## config.mk

```make
export PLATFORM = sky130hd
export DESIGN_NAME = keypad_code_lock_flat
export DESIGN_NICKNAME = d
export VERILOG_FILES = /design/src/hw/rtl/kcl_pkg.sv /design/src/hw/rtl/kcl_key_if.sv /design/src/hw/rtl/kcl_res_if.sv /design/src/hw/rtl/kcl_cfg_regs.sv /design/src/hw/rtl/kcl_core.sv /design/src/hw/rtl/keypad_code_lock.sv /design/src/flat_wrapper.sv
export SDC_FILE = /design/constraint.sdc
export NUM_CORES = 1
export LEC_CHECK = 0
export BUFFER_PORTS_ARGS = -buffer_cell sky130_fd_sc_hd__buf_2
export CAP_MARGIN = 20
export CORE_UTILIZATION = 42
export CTS_CLUSTER_DIAMETER = 80
export DETAILED_ROUTE_END_ITERATION = 8
export GPL_TIMING_DRIVEN = 0
export PLACE_DENSITY_LB_ADDON = 0.1
export RECOVER_POWER = 100
export SETUP_SLACK_MARGIN = 0.15
export SYNTH_ARGS = -nofsm -noshare
export SYNTH_HDL_FRONTEND = slang
export SYNTH_SLANG_ARGS = --single-unit
```

## constraint.sdc

```tcl
create_clock -name clk -period 8.3 [get_ports clk]
set_input_delay 0.83 -clock clk [delete_from_list [all_inputs] [get_ports clk]]
set_output_delay 0.83 -clock clk [all_outputs]
set_load 0.01 [all_outputs]
```

## src/hw/rtl/kcl_pkg.sv

```systemverilog
// ----------------------------------------------------------------------------
// kcl_pkg: shared types and constants of the keypad code lock
// Key codes, event codes, mode bits, register indexes and the config and
// result bundles used between the lock modules.
// ----------------------------------------------------------------------------
`default_nettype none

package kcl_pkg;

  localparam int KEY_W  = 4;
  localparam int CFG_W  = 24;
  localparam int LIM_W  = 4;
  localparam int IDX_W  = 2;
  localparam int DCNT_W = 3;
  localparam int MODE_W = 3;

  localparam logic [KEY_W-1:0] KEY_DIGIT_MAX = 4'd9;
  localparam logic [KEY_W-1:0] KEY_A         = 4'd10;
  localparam logic [KEY_W-1:0] KEY_B         = 4'd11;
  localparam logic [KEY_W-1:0] KEY_C         = 4'd12;
  localparam logic [KEY_W-1:0] KEY_D         = 4'd13;
  localparam logic [KEY_W-1:0] KEY_CANCEL    = 4'd14;

  localparam logic [MODE_W-1:0] MODE_ADD = 3'b001;
  localparam logic [MODE_W-1:0] MODE_DEL = 3'b010;
  localparam logic [MODE_W-1:0] MODE_FP  = 3'b100;

  localparam logic [LIM_W-1:0] ERR_MAX = 4'hF;

  localparam logic [IDX_W-1:0] REG_FACTORY = 2'd0;
  localparam logic [IDX_W-1:0] REG_RESTORE = 2'd1;
  localparam logic [IDX_W-1:0] REG_CLEAR   = 2'd2;
  localparam logic [IDX_W-1:0] REG_LIMIT   = 2'd3;

  localparam logic [CFG_W-1:0] RESTORE_RST = 24'h201306;
  localparam logic [CFG_W-1:0] CLEAR_RST   = 24'h200136;
  localparam logic [LIM_W-1:0] LIMIT_RST   = 4'd3;

  typedef enum logic [3:0] {
    EV_NONE      = 4'd0,
    EV_DIGIT     = 4'd1,
    EV_UNLOCK    = 4'd2,
    EV_WRONG     = 4'd3,
    EV_LOCKOUT   = 4'd4,
    EV_CHANGE_ON = 4'd5,
    EV_AGAIN     = 4'd6,
    EV_SAVED     = 4'd7,
    EV_MISMATCH  = 4'd8,
    EV_REFUSED   = 4'd9,
    EV_RESTORED  = 4'd10,
    EV_CLEARFP   = 4'd11,
    EV_CANCEL    = 4'd12,
    EV_MODE      = 4'd13
  } kcl_event_t;

  typedef struct packed {
    logic [CFG_W-1:0] factory_code;
    logic [CFG_W-1:0] restore_trigger;
    logic [CFG_W-1:0] clear_trigger;
    logic [LIM_W-1:0] error_limit;
  } kcl_cfg_t;

  typedef struct packed {
    kcl_event_t        event_res;
    logic              relay_on;
    logic [DCNT_W-1:0] digits_entered;
    logic              card_add_mode;
    logic              card_delete_mode;
    logic              finger_enroll_mode;
    logic              locked_out;
  } kcl_res_t;

endpackage

`default_nettype wire

```

## src/hw/rtl/kcl_key_if.sv

```systemverilog
// ----------------------------------------------------------------------------
// kcl_key_if: key input channel
// Valid/ready channel carrying one key code per transaction.
// ----------------------------------------------------------------------------
`default_nettype none

interface kcl_key_if;
  logic                     valid;
  logic                     ready;
  logic [kcl_pkg::KEY_W-1:0] key;

  modport source (output valid, output key, input ready);
  modport sink   (input valid, input key, output ready);
endinterface

`default_nettype wire

```

## src/hw/rtl/kcl_res_if.sv

```systemverilog
// ----------------------------------------------------------------------------
// kcl_res_if: result channel
// Valid/ready channel carrying one lock result per transaction.
// ----------------------------------------------------------------------------
`default_nettype none

interface kcl_res_if;
  logic                      valid;
  logic                      ready;
  logic [3:0]                event_res;
  logic                      relay_on;
  logic [kcl_pkg::DCNT_W-1:0] digits_entered;
  logic                      card_add_mode;
  logic                      card_delete_mode;
  logic                      finger_enroll_mode;
  logic                      locked_out;

  modport source (output valid, output event_res, output relay_on, output digits_entered,
                  output card_add_mode, output card_delete_mode,
                  output finger_enroll_mode, output locked_out, input ready);
  modport sink   (input valid, input event_res, input relay_on, input digits_entered,
                  input card_add_mode, input card_delete_mode,
                  input finger_enroll_mode, input locked_out, output ready);
endinterface

`default_nettype wire

```

## src/hw/rtl/kcl_cfg_regs.sv

```systemverilog
// ----------------------------------------------------------------------------
// kcl_cfg_regs: configuration registers
// Factory code, restore and clear triggers and error limit, written by index.
// ----------------------------------------------------------------------------
`default_nettype none

module kcl_cfg_regs (
  input  wire logic                       clk,
  input  wire logic                       rst,
  input  wire logic                       cfg_we,
  input  wire logic [kcl_pkg::IDX_W-1:0]  cfg_index,
  input  wire logic [kcl_pkg::CFG_W-1:0]  cfg_data,
  output kcl_pkg::kcl_cfg_t               cfg
);

  always_ff @(posedge clk) begin
    if (rst) begin
      cfg.factory_code    <= '0;
      cfg.restore_trigger <= kcl_pkg::RESTORE_RST;
      cfg.clear_trigger   <= kcl_pkg::CLEAR_RST;
      cfg.error_limit     <= kcl_pkg::LIMIT_RST;
    end else if (cfg_we) begin
      unique case (cfg_index)
        kcl_pkg::REG_FACTORY: cfg.factory_code    <= cfg_data;
        kcl_pkg::REG_RESTORE: cfg.restore_trigger <= cfg_data;
        kcl_pkg::REG_CLEAR:   cfg.clear_trigger   <= cfg_data;
        kcl_pkg::REG_LIMIT:   cfg.error_limit     <= cfg_data[kcl_pkg::LIM_W-1:0];
        default: ;
      endcase
    end
  end

endmodule

`default_nettype wire

```

## src/hw/rtl/kcl_core.sv

```systemverilog
// ----------------------------------------------------------------------------
// kcl_core: lock state and key decode
// Holds the entry, codes, counters and flags; applies one key per step and
// presents the result of that key.
// ----------------------------------------------------------------------------
`default_nettype none

module kcl_core #(
  parameter int CODE_DIGITS = 6
) (
  input  wire logic                      clk,
  input  wire logic                      rst,
  input  wire kcl_pkg::kcl_cfg_t         cfg,
  input  wire logic                      step,
  input  wire logic [kcl_pkg::KEY_W-1:0] key,
  output kcl_pkg::kcl_res_t              res
);

  localparam int CODE_W = CODE_DIGITS * 4;
  localparam int CMP_W  = (CODE_W > kcl_pkg::CFG_W) ? CODE_W : kcl_pkg::CFG_W;
  localparam int CNT_W  = $clog2(CODE_DIGITS + 1);

  logic [CODE_W-1:0]         entry_code, entry_code_next;
  logic [CNT_W-1:0]          entry_count, entry_count_next;
  logic [CMP_W-1:0]          stored_code, stored_code_next;
  logic [CODE_W-1:0]         staged_code, staged_code_next;
  logic [1:0]                correct_count, correct_count_next;
  logic [kcl_pkg::LIM_W-1:0] error_count, error_count_next;
  logic                      change_enabled, change_enabled_next;
  logic [1:0]                change_entries, change_entries_next;
  logic                      passed_flag, passed_flag_next;
  logic                      relay_state, relay_state_next;
  logic                      lock_state, lock_state_next;
  logic [kcl_pkg::MODE_W-1:0] mode_flags, mode_flags_next;

  kcl_pkg::kcl_event_t        ev;
  logic                       go_idle, clr_entry, entry_full;
  logic [kcl_pkg::MODE_W-1:0] mode_bit, mode_now;
  logic [1:0]                 cc_inc, ce_inc;
  logic [kcl_pkg::LIM_W-1:0]  err_inc;
  logic [CMP_W-1:0]           entry_ext;

  assign entry_full = (entry_count == CNT_W'(CODE_DIGITS));
  assign entry_ext  = CMP_W'(entry_code);
  assign cc_inc     = correct_count + 2'd1;
  assign ce_inc     = change_entries + 2'd1;
  assign err_inc    = (error_count != kcl_pkg::ERR_MAX) ? error_count + 4'd1 : error_count;
  assign mode_bit   = (key == kcl_pkg::KEY_A) ? kcl_pkg::MODE_ADD : kcl_pkg::MODE_DEL;

  always_comb begin
    entry_code_next     = entry_code;
    entry_count_next    = entry_count;
    stored_code_next    = stored_code;
    staged_code_next    = staged_code;
    correct_count_next  = correct_count;
    error_count_next    = error_count;
    change_enabled_next = change_enabled;
    change_entries_next = change_entries;
    passed_flag_next    = passed_flag;
    relay_state_next    = relay_state;
    lock_state_next     = lock_state;
    mode_flags_next     = mode_flags;
    ev                  = kcl_pkg::EV_NONE;
    go_idle             = 1'b0;
    clr_entry           = 1'b0;
    mode_now            = '0;

    if (!lock_state) begin
      priority if (key <= kcl_pkg::KEY_DIGIT_MAX) begin
        if (mode_flags == '0 && !entry_full) begin
          entry_code_next  = {entry_code[CODE_W-5:0], key};
          entry_count_next = entry_count + CNT_W'(1);
          ev               = kcl_pkg::EV_DIGIT;
        end
      end else if (key == kcl_pkg::KEY_A || key == kcl_pkg::KEY_B) begin
        if ((mode_flags & kcl_pkg::MODE_FP) == '0) begin
          mode_now        = (mode_flags & mode_bit) ^ mode_bit;
          mode_flags_next = mode_now;
          ev              = kcl_pkg::EV_MODE;
          go_idle         = (mode_now == '0);
        end
      end else if (key == kcl_pkg::KEY_C) begin
        if ((mode_flags & (kcl_pkg::MODE_ADD | kcl_pkg::MODE_DEL)) == '0) begin
          mode_now        = mode_flags ^ kcl_pkg::MODE_FP;
          mode_flags_next = mode_now;
          ev              = kcl_pkg::EV_MODE;
          go_idle         = ((mode_now & kcl_pkg::MODE_FP) == '0);
        end
      end else if (mode_flags == '0) begin
        unique case (key)
          kcl_pkg::KEY_D: begin
            if (!passed_flag) begin
              clr_entry = 1'b1;
              ev        = kcl_pkg::EV_REFUSED;
            end else if (change_enabled && entry_full) begin
              clr_entry = 1'b1;
              if (ce_inc == 2'd2) begin
                if (staged_code == entry_code) begin
                  stored_code_next = CMP_W'(staged_code);
                  ev               = kcl_pkg::EV_SAVED;
                end else begin
                  ev = kcl_pkg::EV_MISMATCH;
                end
                change_enabled_next = 1'b0;
                change_entries_next = 2'd0;
                correct_count_next  = 2'd0;
              end else begin
                staged_code_next    = entry_code;
                change_entries_next = ce_inc;
                ev                  = kcl_pkg::EV_AGAIN;
              end
            end
          end
          kcl_pkg::KEY_CANCEL: begin
            passed_flag_next    = 1'b0;
            change_enabled_next = 1'b0;
            change_entries_next = 2'd0;
            error_count_next    = '0;
            go_idle             = 1'b1;
            ev                  = kcl_pkg::EV_CANCEL;
          end
          default: begin
            if (entry_full) begin
              clr_entry = 1'b1;
              if (entry_ext == CMP_W'(cfg.restore_trigger)) begin
                stored_code_next = CMP_W'(cfg.factory_code);
                ev               = kcl_pkg::EV_RESTORED;
              end else if (entry_ext == CMP_W'(cfg.clear_trigger)) begin
                go_idle = 1'b1;
                ev      = kcl_pkg::EV_CLEARFP;
              end else if (entry_ext == stored_code) begin
                if (cc_inc == 2'd1) begin
                  correct_count_next = cc_inc;
                  relay_state_next   = 1'b1;
                  passed_flag_next   = 1'b1;
                  ev                 = kcl_pkg::EV_UNLOCK;
                end else begin
                  change_enabled_next = 1'b1;
                  correct_count_next  = 2'd0;
                  ev                  = kcl_pkg::EV_CHANGE_ON;
                end
              end else begin
                error_count_next = err_inc;
                if (err_inc >= cfg.error_limit) begin
                  lock_state_next  = 1'b1;
                  relay_state_next = 1'b0;
                  ev               = kcl_pkg::EV_LOCKOUT;
                end else begin
                  ev = kcl_pkg::EV_WRONG;
                end
              end
            end
          end
        endcase
      end else begin
        // D, cancel and enter are ignored while a mode is active
      end
    end

    if (go_idle) begin
      clr_entry          = 1'b1;
      correct_count_next = 2'd0;
      relay_state_next   = 1'b0;
    end
    if (clr_entry) begin
      entry_code_next  = '0;
      entry_count_next = '0;
    end
  end

  always_ff @(posedge clk) begin
    if (rst) begin
      entry_code     <= '0;
      entry_count    <= '0;
      stored_code    <= '0;
      correct_count  <= '0;
      error_count    <= '0;
      change_enabled <= 1'b0;
      change_entries <= '0;
      passed_flag    <= 1'b0;
      relay_state    <= 1'b0;
      lock_state     <= 1'b0;
      mode_flags     <= '0;
    end else if (step) begin
      entry_code     <= entry_code_next;
      entry_count    <= entry_count_next;
      stored_code    <= stored_code_next;
      correct_count  <= correct_count_next;
      error_count    <= error_count_next;
      change_enabled <= change_enabled_next;
      change_entries <= change_entries_next;
      passed_flag    <= passed_flag_next;
      relay_state    <= relay_state_next;
      lock_state     <= lock_state_next;
      mode_flags     <= mode_flags_next;
    end
  end

  // staged code is only compared after it was written
  always_ff @(posedge clk) begin
    if (step) begin
      staged_code <= staged_code_next;
    end
  end

  always_comb begin
    res.event_res          = ev;
    res.relay_on           = relay_state_next;
    res.digits_entered     = kcl_pkg::DCNT_W'(entry_count_next);
    res.card_add_mode      = mode_flags_next[0];
    res.card_delete_mode   = mode_flags_next[1];
    res.finger_enroll_mode = mode_flags_next[2];
    res.locked_out         = lock_state_next;
  end

endmodule

`default_nettype wire

```

## src/hw/rtl/keypad_code_lock.sv

```systemverilog
// ----------------------------------------------------------------------------
// keypad_code_lock: keypad code lock, top level
// The key is held in the key register and its result in the result register.
// Throughput: one key per cycle while the result channel is not stalled.
// While a result waits, one more key is held in the key register, then keys stall.
// Reset (rst, synchronous): clears entry, counters, flags and the stored code,
// and loads the configuration registers with their default values.
// ----------------------------------------------------------------------------
`default_nettype none

module keypad_code_lock #(
  parameter int CODE_DIGITS = 6
) (
  input  wire logic                      clk,
  input  wire logic                      rst,
  input  wire logic                      cfg_we,
  input  wire logic [kcl_pkg::IDX_W-1:0] cfg_index,
  input  wire logic [kcl_pkg::CFG_W-1:0] cfg_data,
  kcl_key_if.sink                        keypad,
  kcl_res_if.source                      result
);

  kcl_pkg::kcl_cfg_t         cfg;
  kcl_pkg::kcl_res_t         core_res, res_q;
  logic                      in_valid;
  logic [kcl_pkg::KEY_W-1:0] key_q;
  logic                      out_valid;
  logic                      step;

  assign step         = in_valid && (!out_valid || result.ready);
  assign keypad.ready = !in_valid || step;

  kcl_cfg_regs u_cfg (
    .clk       (clk),
    .rst       (rst),
    .cfg_we    (cfg_we),
    .cfg_index (cfg_index),
    .cfg_data  (cfg_data),
    .cfg       (cfg)
  );

  kcl_core #(
    .CODE_DIGITS (CODE_DIGITS)
  ) u_core (
    .clk  (clk),
    .rst  (rst),
    .cfg  (cfg),
    .step (step),
    .key  (key_q),
    .res  (core_res)
  );

  always_ff @(posedge clk) begin
    if (rst) begin
      in_valid  <= 1'b0;
      out_valid <= 1'b0;
    end else begin
      if (keypad.ready) begin
        in_valid <= keypad.valid;
      end
      if (step) begin
        out_valid <= 1'b1;
      end else if (result.ready) begin
        out_valid <= 1'b0;
      end
    end
  end

  always_ff @(posedge clk) begin
    if (keypad.valid && keypad.ready) begin
      key_q <= keypad.key;
    end
    if (step) begin
      res_q <= core_res;
    end
  end

  assign result.valid              = out_valid;
  assign result.event_res          = res_q.event_res;
  assign result.relay_on           = res_q.relay_on;
  assign result.digits_entered     = res_q.digits_entered;
  assign result.card_add_mode      = res_q.card_add_mode;
  assign result.card_delete_mode   = res_q.card_delete_mode;
  assign result.finger_enroll_mode = res_q.finger_enroll_mode;
  assign result.locked_out         = res_q.locked_out;

endmodule

`default_nettype wire

```

## src/flat_wrapper.sv

```systemverilog
// flat-port wrapper written by rule: the top's interface ports become plain ports
module keypad_code_lock_flat 
#(
  parameter int CODE_DIGITS = 6
)
  (clk, rst, cfg_we, cfg_index, cfg_data, keypad_valid, keypad_key, keypad_ready, result_valid, result_event_res, result_relay_on, result_digits_entered, result_card_add_mode, result_card_delete_mode, result_finger_enroll_mode, result_locked_out, result_ready);
  kcl_key_if keypad_i ();
  kcl_res_if result_i ();
  input  wire logic clk;
  input  wire logic rst;
  input  wire logic cfg_we;
  input  wire logic [kcl_pkg::IDX_W-1:0] cfg_index;
  input  wire logic [kcl_pkg::CFG_W-1:0] cfg_data;
  input wire logic [$bits(keypad_i.valid)-1:0] keypad_valid;
  input wire logic [$bits(keypad_i.key)-1:0] keypad_key;
  output wire logic [$bits(keypad_i.ready)-1:0] keypad_ready;
  output wire logic [$bits(result_i.valid)-1:0] result_valid;
  output wire logic [$bits(result_i.event_res)-1:0] result_event_res;
  output wire logic [$bits(result_i.relay_on)-1:0] result_relay_on;
  output wire logic [$bits(result_i.digits_entered)-1:0] result_digits_entered;
  output wire logic [$bits(result_i.card_add_mode)-1:0] result_card_add_mode;
  output wire logic [$bits(result_i.card_delete_mode)-1:0] result_card_delete_mode;
  output wire logic [$bits(result_i.finger_enroll_mode)-1:0] result_finger_enroll_mode;
  output wire logic [$bits(result_i.locked_out)-1:0] result_locked_out;
  input wire logic [$bits(result_i.ready)-1:0] result_ready;
  assign keypad_i.valid = keypad_valid;
  assign keypad_i.key = keypad_key;
  assign keypad_ready = keypad_i.ready;
  assign result_valid = result_i.valid;
  assign result_event_res = result_i.event_res;
  assign result_relay_on = result_i.relay_on;
  assign result_digits_entered = result_i.digits_entered;
  assign result_card_add_mode = result_i.card_add_mode;
  assign result_card_delete_mode = result_i.card_delete_mode;
  assign result_finger_enroll_mode = result_i.finger_enroll_mode;
  assign result_locked_out = result_i.locked_out;
  assign result_i.ready = result_ready;
  keypad_code_lock #(.CODE_DIGITS(CODE_DIGITS)) u_core (.clk(clk), .rst(rst), .cfg_we(cfg_we), .cfg_index(cfg_index), .cfg_data(cfg_data), .keypad(keypad_i), .result(result_i));
endmodule
```

==> flow_metrics.env, run 1 <==
export IMPL_path_clk_slew_ns=0.07
export IMPL_grtUsageTotal=0.2564
export IMPL_start_util=0.4286
export IMPL_synth_compound_area_share=0.1369
export IMPL_vias=7347
export IMPL_drc=0
export IMPL_synth_nets=1061
export IMPL_regToRegEndpoint="u_core.u_core.entry_count[0]"
export IMPL_io_buffers=48
export IMPL_synth_area_sq_um=8672
export IMPL_drv_slew=0
export IMPL_synth_cell_type_count=60
export IMPL_drv_cap=0
export IMPL_status="complete, no violations"
export IMPL_fin_nets=1131
export IMPL_rsz0062_at_grt="no"
export IMPL_antenna_found_initial=0
export IMPL_ys_warn_count=0
export IMPL_synth_top_area_cell="dfxtp_1"
export IMPL_worst_pin_slew_ns=1.315
export IMPL_cts_made_buffers=17
export IMPL_reg2reg_slack_ns=4.20
export IMPL_viasPerCell=5.371
export IMPL_worst_r2r_path_depth=9
export IMPL_dp_hpwl_um=20180
export IMPL_setup_viol=0
export IMPL_critPathLaunchType="register"
export IMPL_cts_path_max_buffers=2
export IMPL_antenna_left=0
export IMPL_antennaDiodeCount=0
export IMPL_cts_hold_buf=0
export IMPL_grt_pass1_vias=7079
export IMPL_ys_async_sr_fraction=0
export IMPL_peakVddDrop_uv=153.9
export IMPL_hold_path_class="reg2reg"
export IMPL_min_path_cells=0
export IMPL_max_freq_ghz=0.2442
export IMPL_grt_pass1_wl_um=41100
export IMPL_syn_to_final_growth_pct=12.94
export IMPL_synth_mux_area_frac=0.01342
export IMPL_crit_arrival_ns=4.46
export IMPL_final_hold_violation_count=0
export IMPL_finalCriticalPeriod_ns=4.096
export IMPL_cts_tree="done"
export IMPL_drt_initial_drc_count=548
export IMPL_synthSimpleGateAreaFrac=0.2145
export IMPL_nFillCells=2048
export IMPL_multiInputGateArea_sq_um=4139
export IMPL_syn_avg_cell_area_sq_um=8.544
export IMPL_drive_above_1_share=0.09016
export IMPL_synth_top_family_by_area="simple AND/OR/NAND/NOR gates"
export IMPL_dieWidth_um=145.7
export IMPL_max_slew_margin=0.1108
export IMPL_cts_sinks=184
export IMPL_min_period_over_period=0.4935
export IMPL_syn_inst=1015
export IMPL_core_sq_um=20230
export IMPL_synthAdderAreaFrac=0.01587
export IMPL_min_to="u_core.u_core.staged_code[2]"
export IMPL_die_area_sq_um=21230
export IMPL_grt_overflow=0
export IMPL_fin_worst_skew_ns=0.01719
export IMPL_min_delay_start="u_core.u_core.entry_code[2]"
export IMPL_end_kind="register"
export IMPL_seqCellArea_sq_um=4084
export IMPL_ys_flop_type="dfxtp_1"
export IMPL_clock_latency_ns=0.44
export IMPL_finalSetupTns_ns=0
export IMPL_postCtsResizedCells=0
export IMPL_yosys_top_cells_area="dfxtp_1 33%, edfxtp_1 14%, nand2_1 11%, a21oi_1 6.1%, xnor2_1 5.0%"
export IMPL_cts_setup_buffers=0
export IMPL_rows=52
export IMPL_utilization=0.4840
export IMPL_drt_first_pass_iters=7
export IMPL_route_detailed_wl_per_inst_um=19.36
export IMPL_synth_top_area_frac=0.3324
export IMPL_leakage_nw=3.623
export IMPL_grt_max_degree=20
export IMPL_finalWirelength_um=26490
export IMPL_io_pin_count=49
export IMPL_crit_required_ns=8.66
export IMPL_p_per_area_nw_per_um2=193.7
export IMPL_r2r_start="u_core.key_q[1]"
export IMPL_path_class="reg2reg"
export IMPL_htreeDepth=4
export IMPL_ys_seq_area_frac=0.4709
export IMPL_path_max_fanout=10
export IMPL_synth_edf_count=40
export IMPL_synth_seq_cells=184
export IMPL_cts_root_buf="clkbuf_16"
export IMPL_chipHeight_um=145.7
export IMPL_synth_xor_area_frac=0.09898
export IMPL_gp_congestion=0.9381
==> flip-flops by register name (all words and copies together) (netlist names), 3 cells and up <==
register,cells
u_core.u_core.entry_code,24
u_core.result.event_res,4
u_core.u_core.stored_code,24
u_core.key_q,4
u_core.u_core.staged_code,24
u_core.result.digits_entered,3
u_core.u_core.entry_count,3
u_core.u_core.mode_flags,3
u_core.u_core.error_count,4
u_core.u_cfg.cfg,76
==> critical path: stages (launching register included) <==
cell and delay (ns):
edfxtp_1 0.36, clkbuf_1 0.44, nor4bb_1 0.57, mux2_2 0.40, a22oi_1 0.18, nand2_1 0.14, nor4b_1 1.12, clkbuf_1 0.47
o21ai_0 0.17, a21oi_1 0.17
==> stage by stage <==
stage / instance area, sq um / cells / power [mW] / hold slack [ns] / worst slack [ns]
finish: 9794 / 1368 / 1.897 / 0.4246 / 4.204
global placement: 9250 / 1333 / 1.111 / 0.4033 / 1.982
global route: 9794 / 1368 / 1.960 / 0.4390 / 3.771
CTS: 9858 / 1368 / 1.904 / 0.4254 / 4.810
detailed placement: 9279 / 1336 / 1.111 / 0.4080 / 4.751
floorplan: 8672 / 1015 / 1.050 / 0.4029 / 3.864
==> layout by cell type, fill, tap and decap left out, types with 23 or more instances in the layout <==
master    Yosys  layout
nand2_1     246     246
dfxtp_1     144     144
a21oi_1     106     106
clkbuf_1     56      79
nor2_1       68      68
xnor2_1      50      50
buf_2        20      48
xor2_1       48      48
edfxtp_1     40      40
o21ai_0      35      37
a311oi_1     25      25
nand3_1      23      23
==> cell type report <==
type / count / area share
sequential: 184 / 0.4170
multi-input combinational: 736 / 0.4226
clock inverter: 15 / 0.01571
clock buffer: 17 / 0.04343
timing repair buffer: 51 / 0.02363
tap: 270 / 0.03449
inverter: 12 / 0.004599
buffer: 83 / 0.03858
==> cell families after synthesis <==
family          count (synthesis)
simple gates                  418
compound gates                198
flops                         184
xor+xnor                       98
buf+inv                        95
mux                            11
fa+ha+maj                      11
==> routing by layer <==
metal	GRT usage	routed length [um]	up-vias
met2	0.3842	11460	173
met1	0.3732	13110	3531
met4	0.09000	624	0
li1	-	-	3609
met5	0	0	-
met3	0.03918	1294	34
==> worst max-delay path by stage <==
stage | cells past startpoint | endpoint | slack (ns) | from
after floorplan | 5 | u_core.u_core.staged_code[0] | 3.86 | result_ready
after global placement | 6 | u_core.u_core.staged_code[11] | 1.98 | result_ready
after detailed placement | 10 | u_core.u_core.entry_count[0] | 4.75 | result_ready
after CTS | 9 | u_core.u_core.entry_count[0] | 4.81 | u_core.key_q[1]
after global routing | 9 | u_core.u_core.entry_count[0] | 3.77 | u_core.key_q[1]
final | 9 | u_core.u_core.entry_count[0] | 4.20 | u_core.key_q[1]
==> cells in the mapped netlist (6+ instances only) <==
cell type,instances
ha_1,11
buf_6,6
xnor2_1,50
nor4_1,15
edfxtp_1,40
buf_2,20
nor3_1,6
inv_1,11
mux2i_1,6
a311oi_1,25
nand2_1,246
nand3_1,23
clkbuf_1,56
a21oi_1,106
dfxtp_1,144
o21ai_0,35
nand4_1,19
nor2_1,68
xor2_1,48
==> power breakdown <==
| group | leakage [nW] | internal, mW | switching (mW) |
|---|---|---|---|
| Combinational | 1.76 | 0.0443 | 0.102 |
| Sequential | 1.57 | 0.932 | 0.0122 |
| Clock | 0.288 | 0.403 | 0.403 |
| Total | 3.62 | 1.38 | 0.518 |
Note: power is estimated with default switching activity, not from simulation.
==> run 2: changes to the inputs <==
ABC_AREA = 1   (was not set)
clock period = 4 ns   (was 8.3 ns; I/O delays follow)
==> run 2 against run 1 <==
Effect of this change: the run now ends with capacitance limit, slew limit left; global-route usage rose by 0.10 points; sequential power rose by 120%; routed wire length rose by 5.3%; flip-flop and latch count did not move; first-iteration DRC count rose by 16%; clock power rose by 100%; final cell count rose by 20%; clock skew fell by 0.0048 ns; synthesized cell count rose by 27%; critical endpoint is now u_core.u_core.staged_code[8]; largest cell class unchanged.
==> flow_metrics.env, run 2 <==
export IMPL_leakage_nw=4.576
export IMPL_io_pin_count=49
export IMPL_drv_cap=1
export IMPL_path_max_fanout=8
export IMPL_synth_top_area_frac=0.3146
export IMPL_postCtsResizedCells=0
export IMPL_finalCriticalPeriod_ns=3.517
export IMPL_final_hold_violation_count=0
export IMPL_cts_sinks=184
export IMPL_io_buffers=48
export IMPL_path_clk_slew_ns=0.07
export IMPL_synth_xor_area_frac=0.04493
export IMPL_cts_hold_buf=0
export IMPL_start_util=0.4318
export IMPL_route_detailed_wl_per_inst_um=16.97
export IMPL_synthSimpleGateAreaFrac=0.2763
export IMPL_grt_max_degree=22
export IMPL_worst_pin_slew_ns=1.788
export IMPL_grt_pass1_vias=7560
export IMPL_drive_above_1_share=0.08406
export IMPL_grtUsageTotal=0.2574
export IMPL_synth_cell_type_count=37
export IMPL_violations="capacitance limit, slew limit"
export IMPL_cts_root_buf="clkbuf_16"
export IMPL_layout_common_cells="319 x nand2_1, 206 x nor2_1, 144 x dfxtp_1"
export IMPL_min_period_over_period=0.8791
export IMPL_crit_required_ns=4.14
export IMPL_ys_flop_type="dfxtp_1"
export IMPL_cts_path_max_buffers=2
export IMPL_clock_latency_ns=0.44
export IMPL_synth_mux_area_frac=0.001092
export IMPL_drv_slew=8
export IMPL_max_freq_ghz=0.2844
export IMPL_htreeDepth=4
export IMPL_die_area_sq_um=22410
export IMPL_rows=53
export IMPL_hold_path_class="in2reg"
export IMPL_core_sq_um=21220
export IMPL_layout_commonest_cell="nand2_1"
export IMPL_synth_nets=1332
export IMPL_setup_viol=0
export IMPL_drt_initial_drc_count=637
export IMPL_placed_area_sq_um=9778
export IMPL_p_per_area_nw_per_um2=406.2
export IMPL_viasPerCell=5.090
export IMPL_antenna_found_initial=0
export IMPL_nFillCells=2198
export IMPL_gp_congestion=0.9037
export IMPL_yosys_top_cells_area="dfxtp_1 31%, edfxtp_1 13%, nand2_1 13%, nor2_1 8.3%, o21ai_0 7.0%"
export IMPL_critPathLaunchType="register"
export IMPL_postLayoutCellArea_sq_um=10260
export IMPL_rsz0062_at_grt="no"
export IMPL_antenna_left=0
export IMPL_syn_inst=1286
export IMPL_synthAdderAreaFrac=0.01502
export IMPL_vias=8363
export IMPL_cts_tree="done"
export IMPL_synth_edf_count=40
export IMPL_synth_top_area_cell="dfxtp_1"
export IMPL_dieWidth_um=149.7
export IMPL_synthMostInstantiatedCell="nand2_1"
export IMPL_fin_worst_skew_ns=0.01235
export IMPL_ys_warn_count=0
export IMPL_chipHeight_um=149.7
export IMPL_syn_to_final_growth_pct=11.99
export IMPL_yosys_top_cells_count="317 x nand2_1, 203 x nor2_1, 144 x dfxtp_1, 136 x inv_1, 128 x o21ai_0"
export IMPL_finalWirelength_um=27880
export IMPL_end_kind="register"
export IMPL_cts_made_buffers=17
export IMPL_design_power_total_mw=4.168
export IMPL_synth_seq_cells=184
export IMPL_peakVddDrop_uv=288.5
export IMPL_max_slew_margin=-0.2015
export IMPL_largest_register="u_core.u_cfg.cfg"
export IMPL_drc=0
export IMPL_dp_hpwl_um=20340
export IMPL_ys_seq_area_frac=0.4457
export IMPL_grt_pass1_wl_um=42620
export IMPL_drt_first_pass_iters=8
export IMPL_synth_compound_area_share=0.1278
export IMPL_grt_overflow=0
export IMPL_cts_setup_buffers=0
export IMPL_syn_avg_cell_area_sq_um=7.125
export IMPL_largest_register_ffs=76
export IMPL_reg2reg_slack_ns=0.48
export IMPL_crit_arrival_ns=3.65
export IMPL_ys_async_sr_fraction=0
export IMPL_status="finished with violations"
export IMPL_antennaDiodeCount=0
export IMPL_synth_top_family_by_area="simple AND/OR/NAND/NOR gates"
export IMPL_fin_nets=1401
export IMPL_path_class="reg2reg"
export IMPL_synth_area_sq_um=9163
==> run 2: layer usage <==
layer | vias up | routed length (um) | GRT usage
li1 | 4205 | - | -
met3 | 30 | 1908 | 0.04116
met2 | 247 | 12110 | 0.3924
met1 | 3881 | 13350 | 0.3705
met4 | 0 | 515 | 0.07980
met5 | - | 0 | 0
==> run 2: layout make-up <==
class	instances	area, sq um	share of cell area
timing repair buffer	50	245.2	0.02390
clock inverter	9	68.82	0.006706
multi-input combinational	899	4229	0.4121
inverter	153	574.3	0.05597
clock buffer	23	479.2	0.04670
buffer	50	236.5	0.02305
sequential	184	4084	0.3980
tap	275	344.1	0.03353
==> run 2: report_power, final <==
group | internal (mW) | switching, mW
clock | 0.854 | 0.755
combinational | 0.171 | 0.356
sequential | 1.97 | 0.0608
total | 3.00 | 1.17
==> run 2: final timing paths <==
kind / startpoint / to / cells after the start
setup / recovery: u_core.u_core.mode_flags[1] / u_core.u_core.staged_code[8] / 9
hold / removal: keypad_key[0] / u_core.key_q[0] / 1
setup reg to reg: u_core.u_core.mode_flags[1] / u_core.u_core.staged_code[8] / 9
hold reg to reg: u_core.u_core.entry_code[20] / u_core.u_core.staged_code[20] / 0
==> run 2: critical path: stages (launching register included) <==
cell and delay [ns]:
dfxtp_1 0.34, nor2_1 0.21, ha_1 0.29, inv_1 0.12, nor2_1 0.22, inv_1 0.06, nor2_1 0.15, o21ai_0 0.17
nor3_1 1.37, buf_6 0.28
==> run 2: cell families (layout without fill, tap and decap cells) <==
family	Yosys count	after routing
xor+xnor	47	47
buf+inv	203	285
simple gates	616	616
fa+ha+maj	11	11
mux	1	1
flops	184	184
compound gates	224	224
==> run 2: stage by stage <==
| stage | utilization | TNS [ns] | instances | hold WS [ns] | setup slack [ns] |
|---|---|---|---|---|---|
| floorplan | - | 0 | 1286 | 0.4029 | 0.6954 |
| global route | 0.4836 | 0 | 1643 | 0.1313 | 0.2923 |
| global placement | 0.4593 | -27.52 | 1609 | 0.4083 | -1.148 |
| detailed placement | 0.4608 | 0 | 1611 | 0.4144 | 1.007 |
| finish | 0.4836 | 0 | 1643 | 0.1383 | 0.4834 |
| CTS | 0.4866 | 0 | 1643 | 0.1308 | 0.9556 |
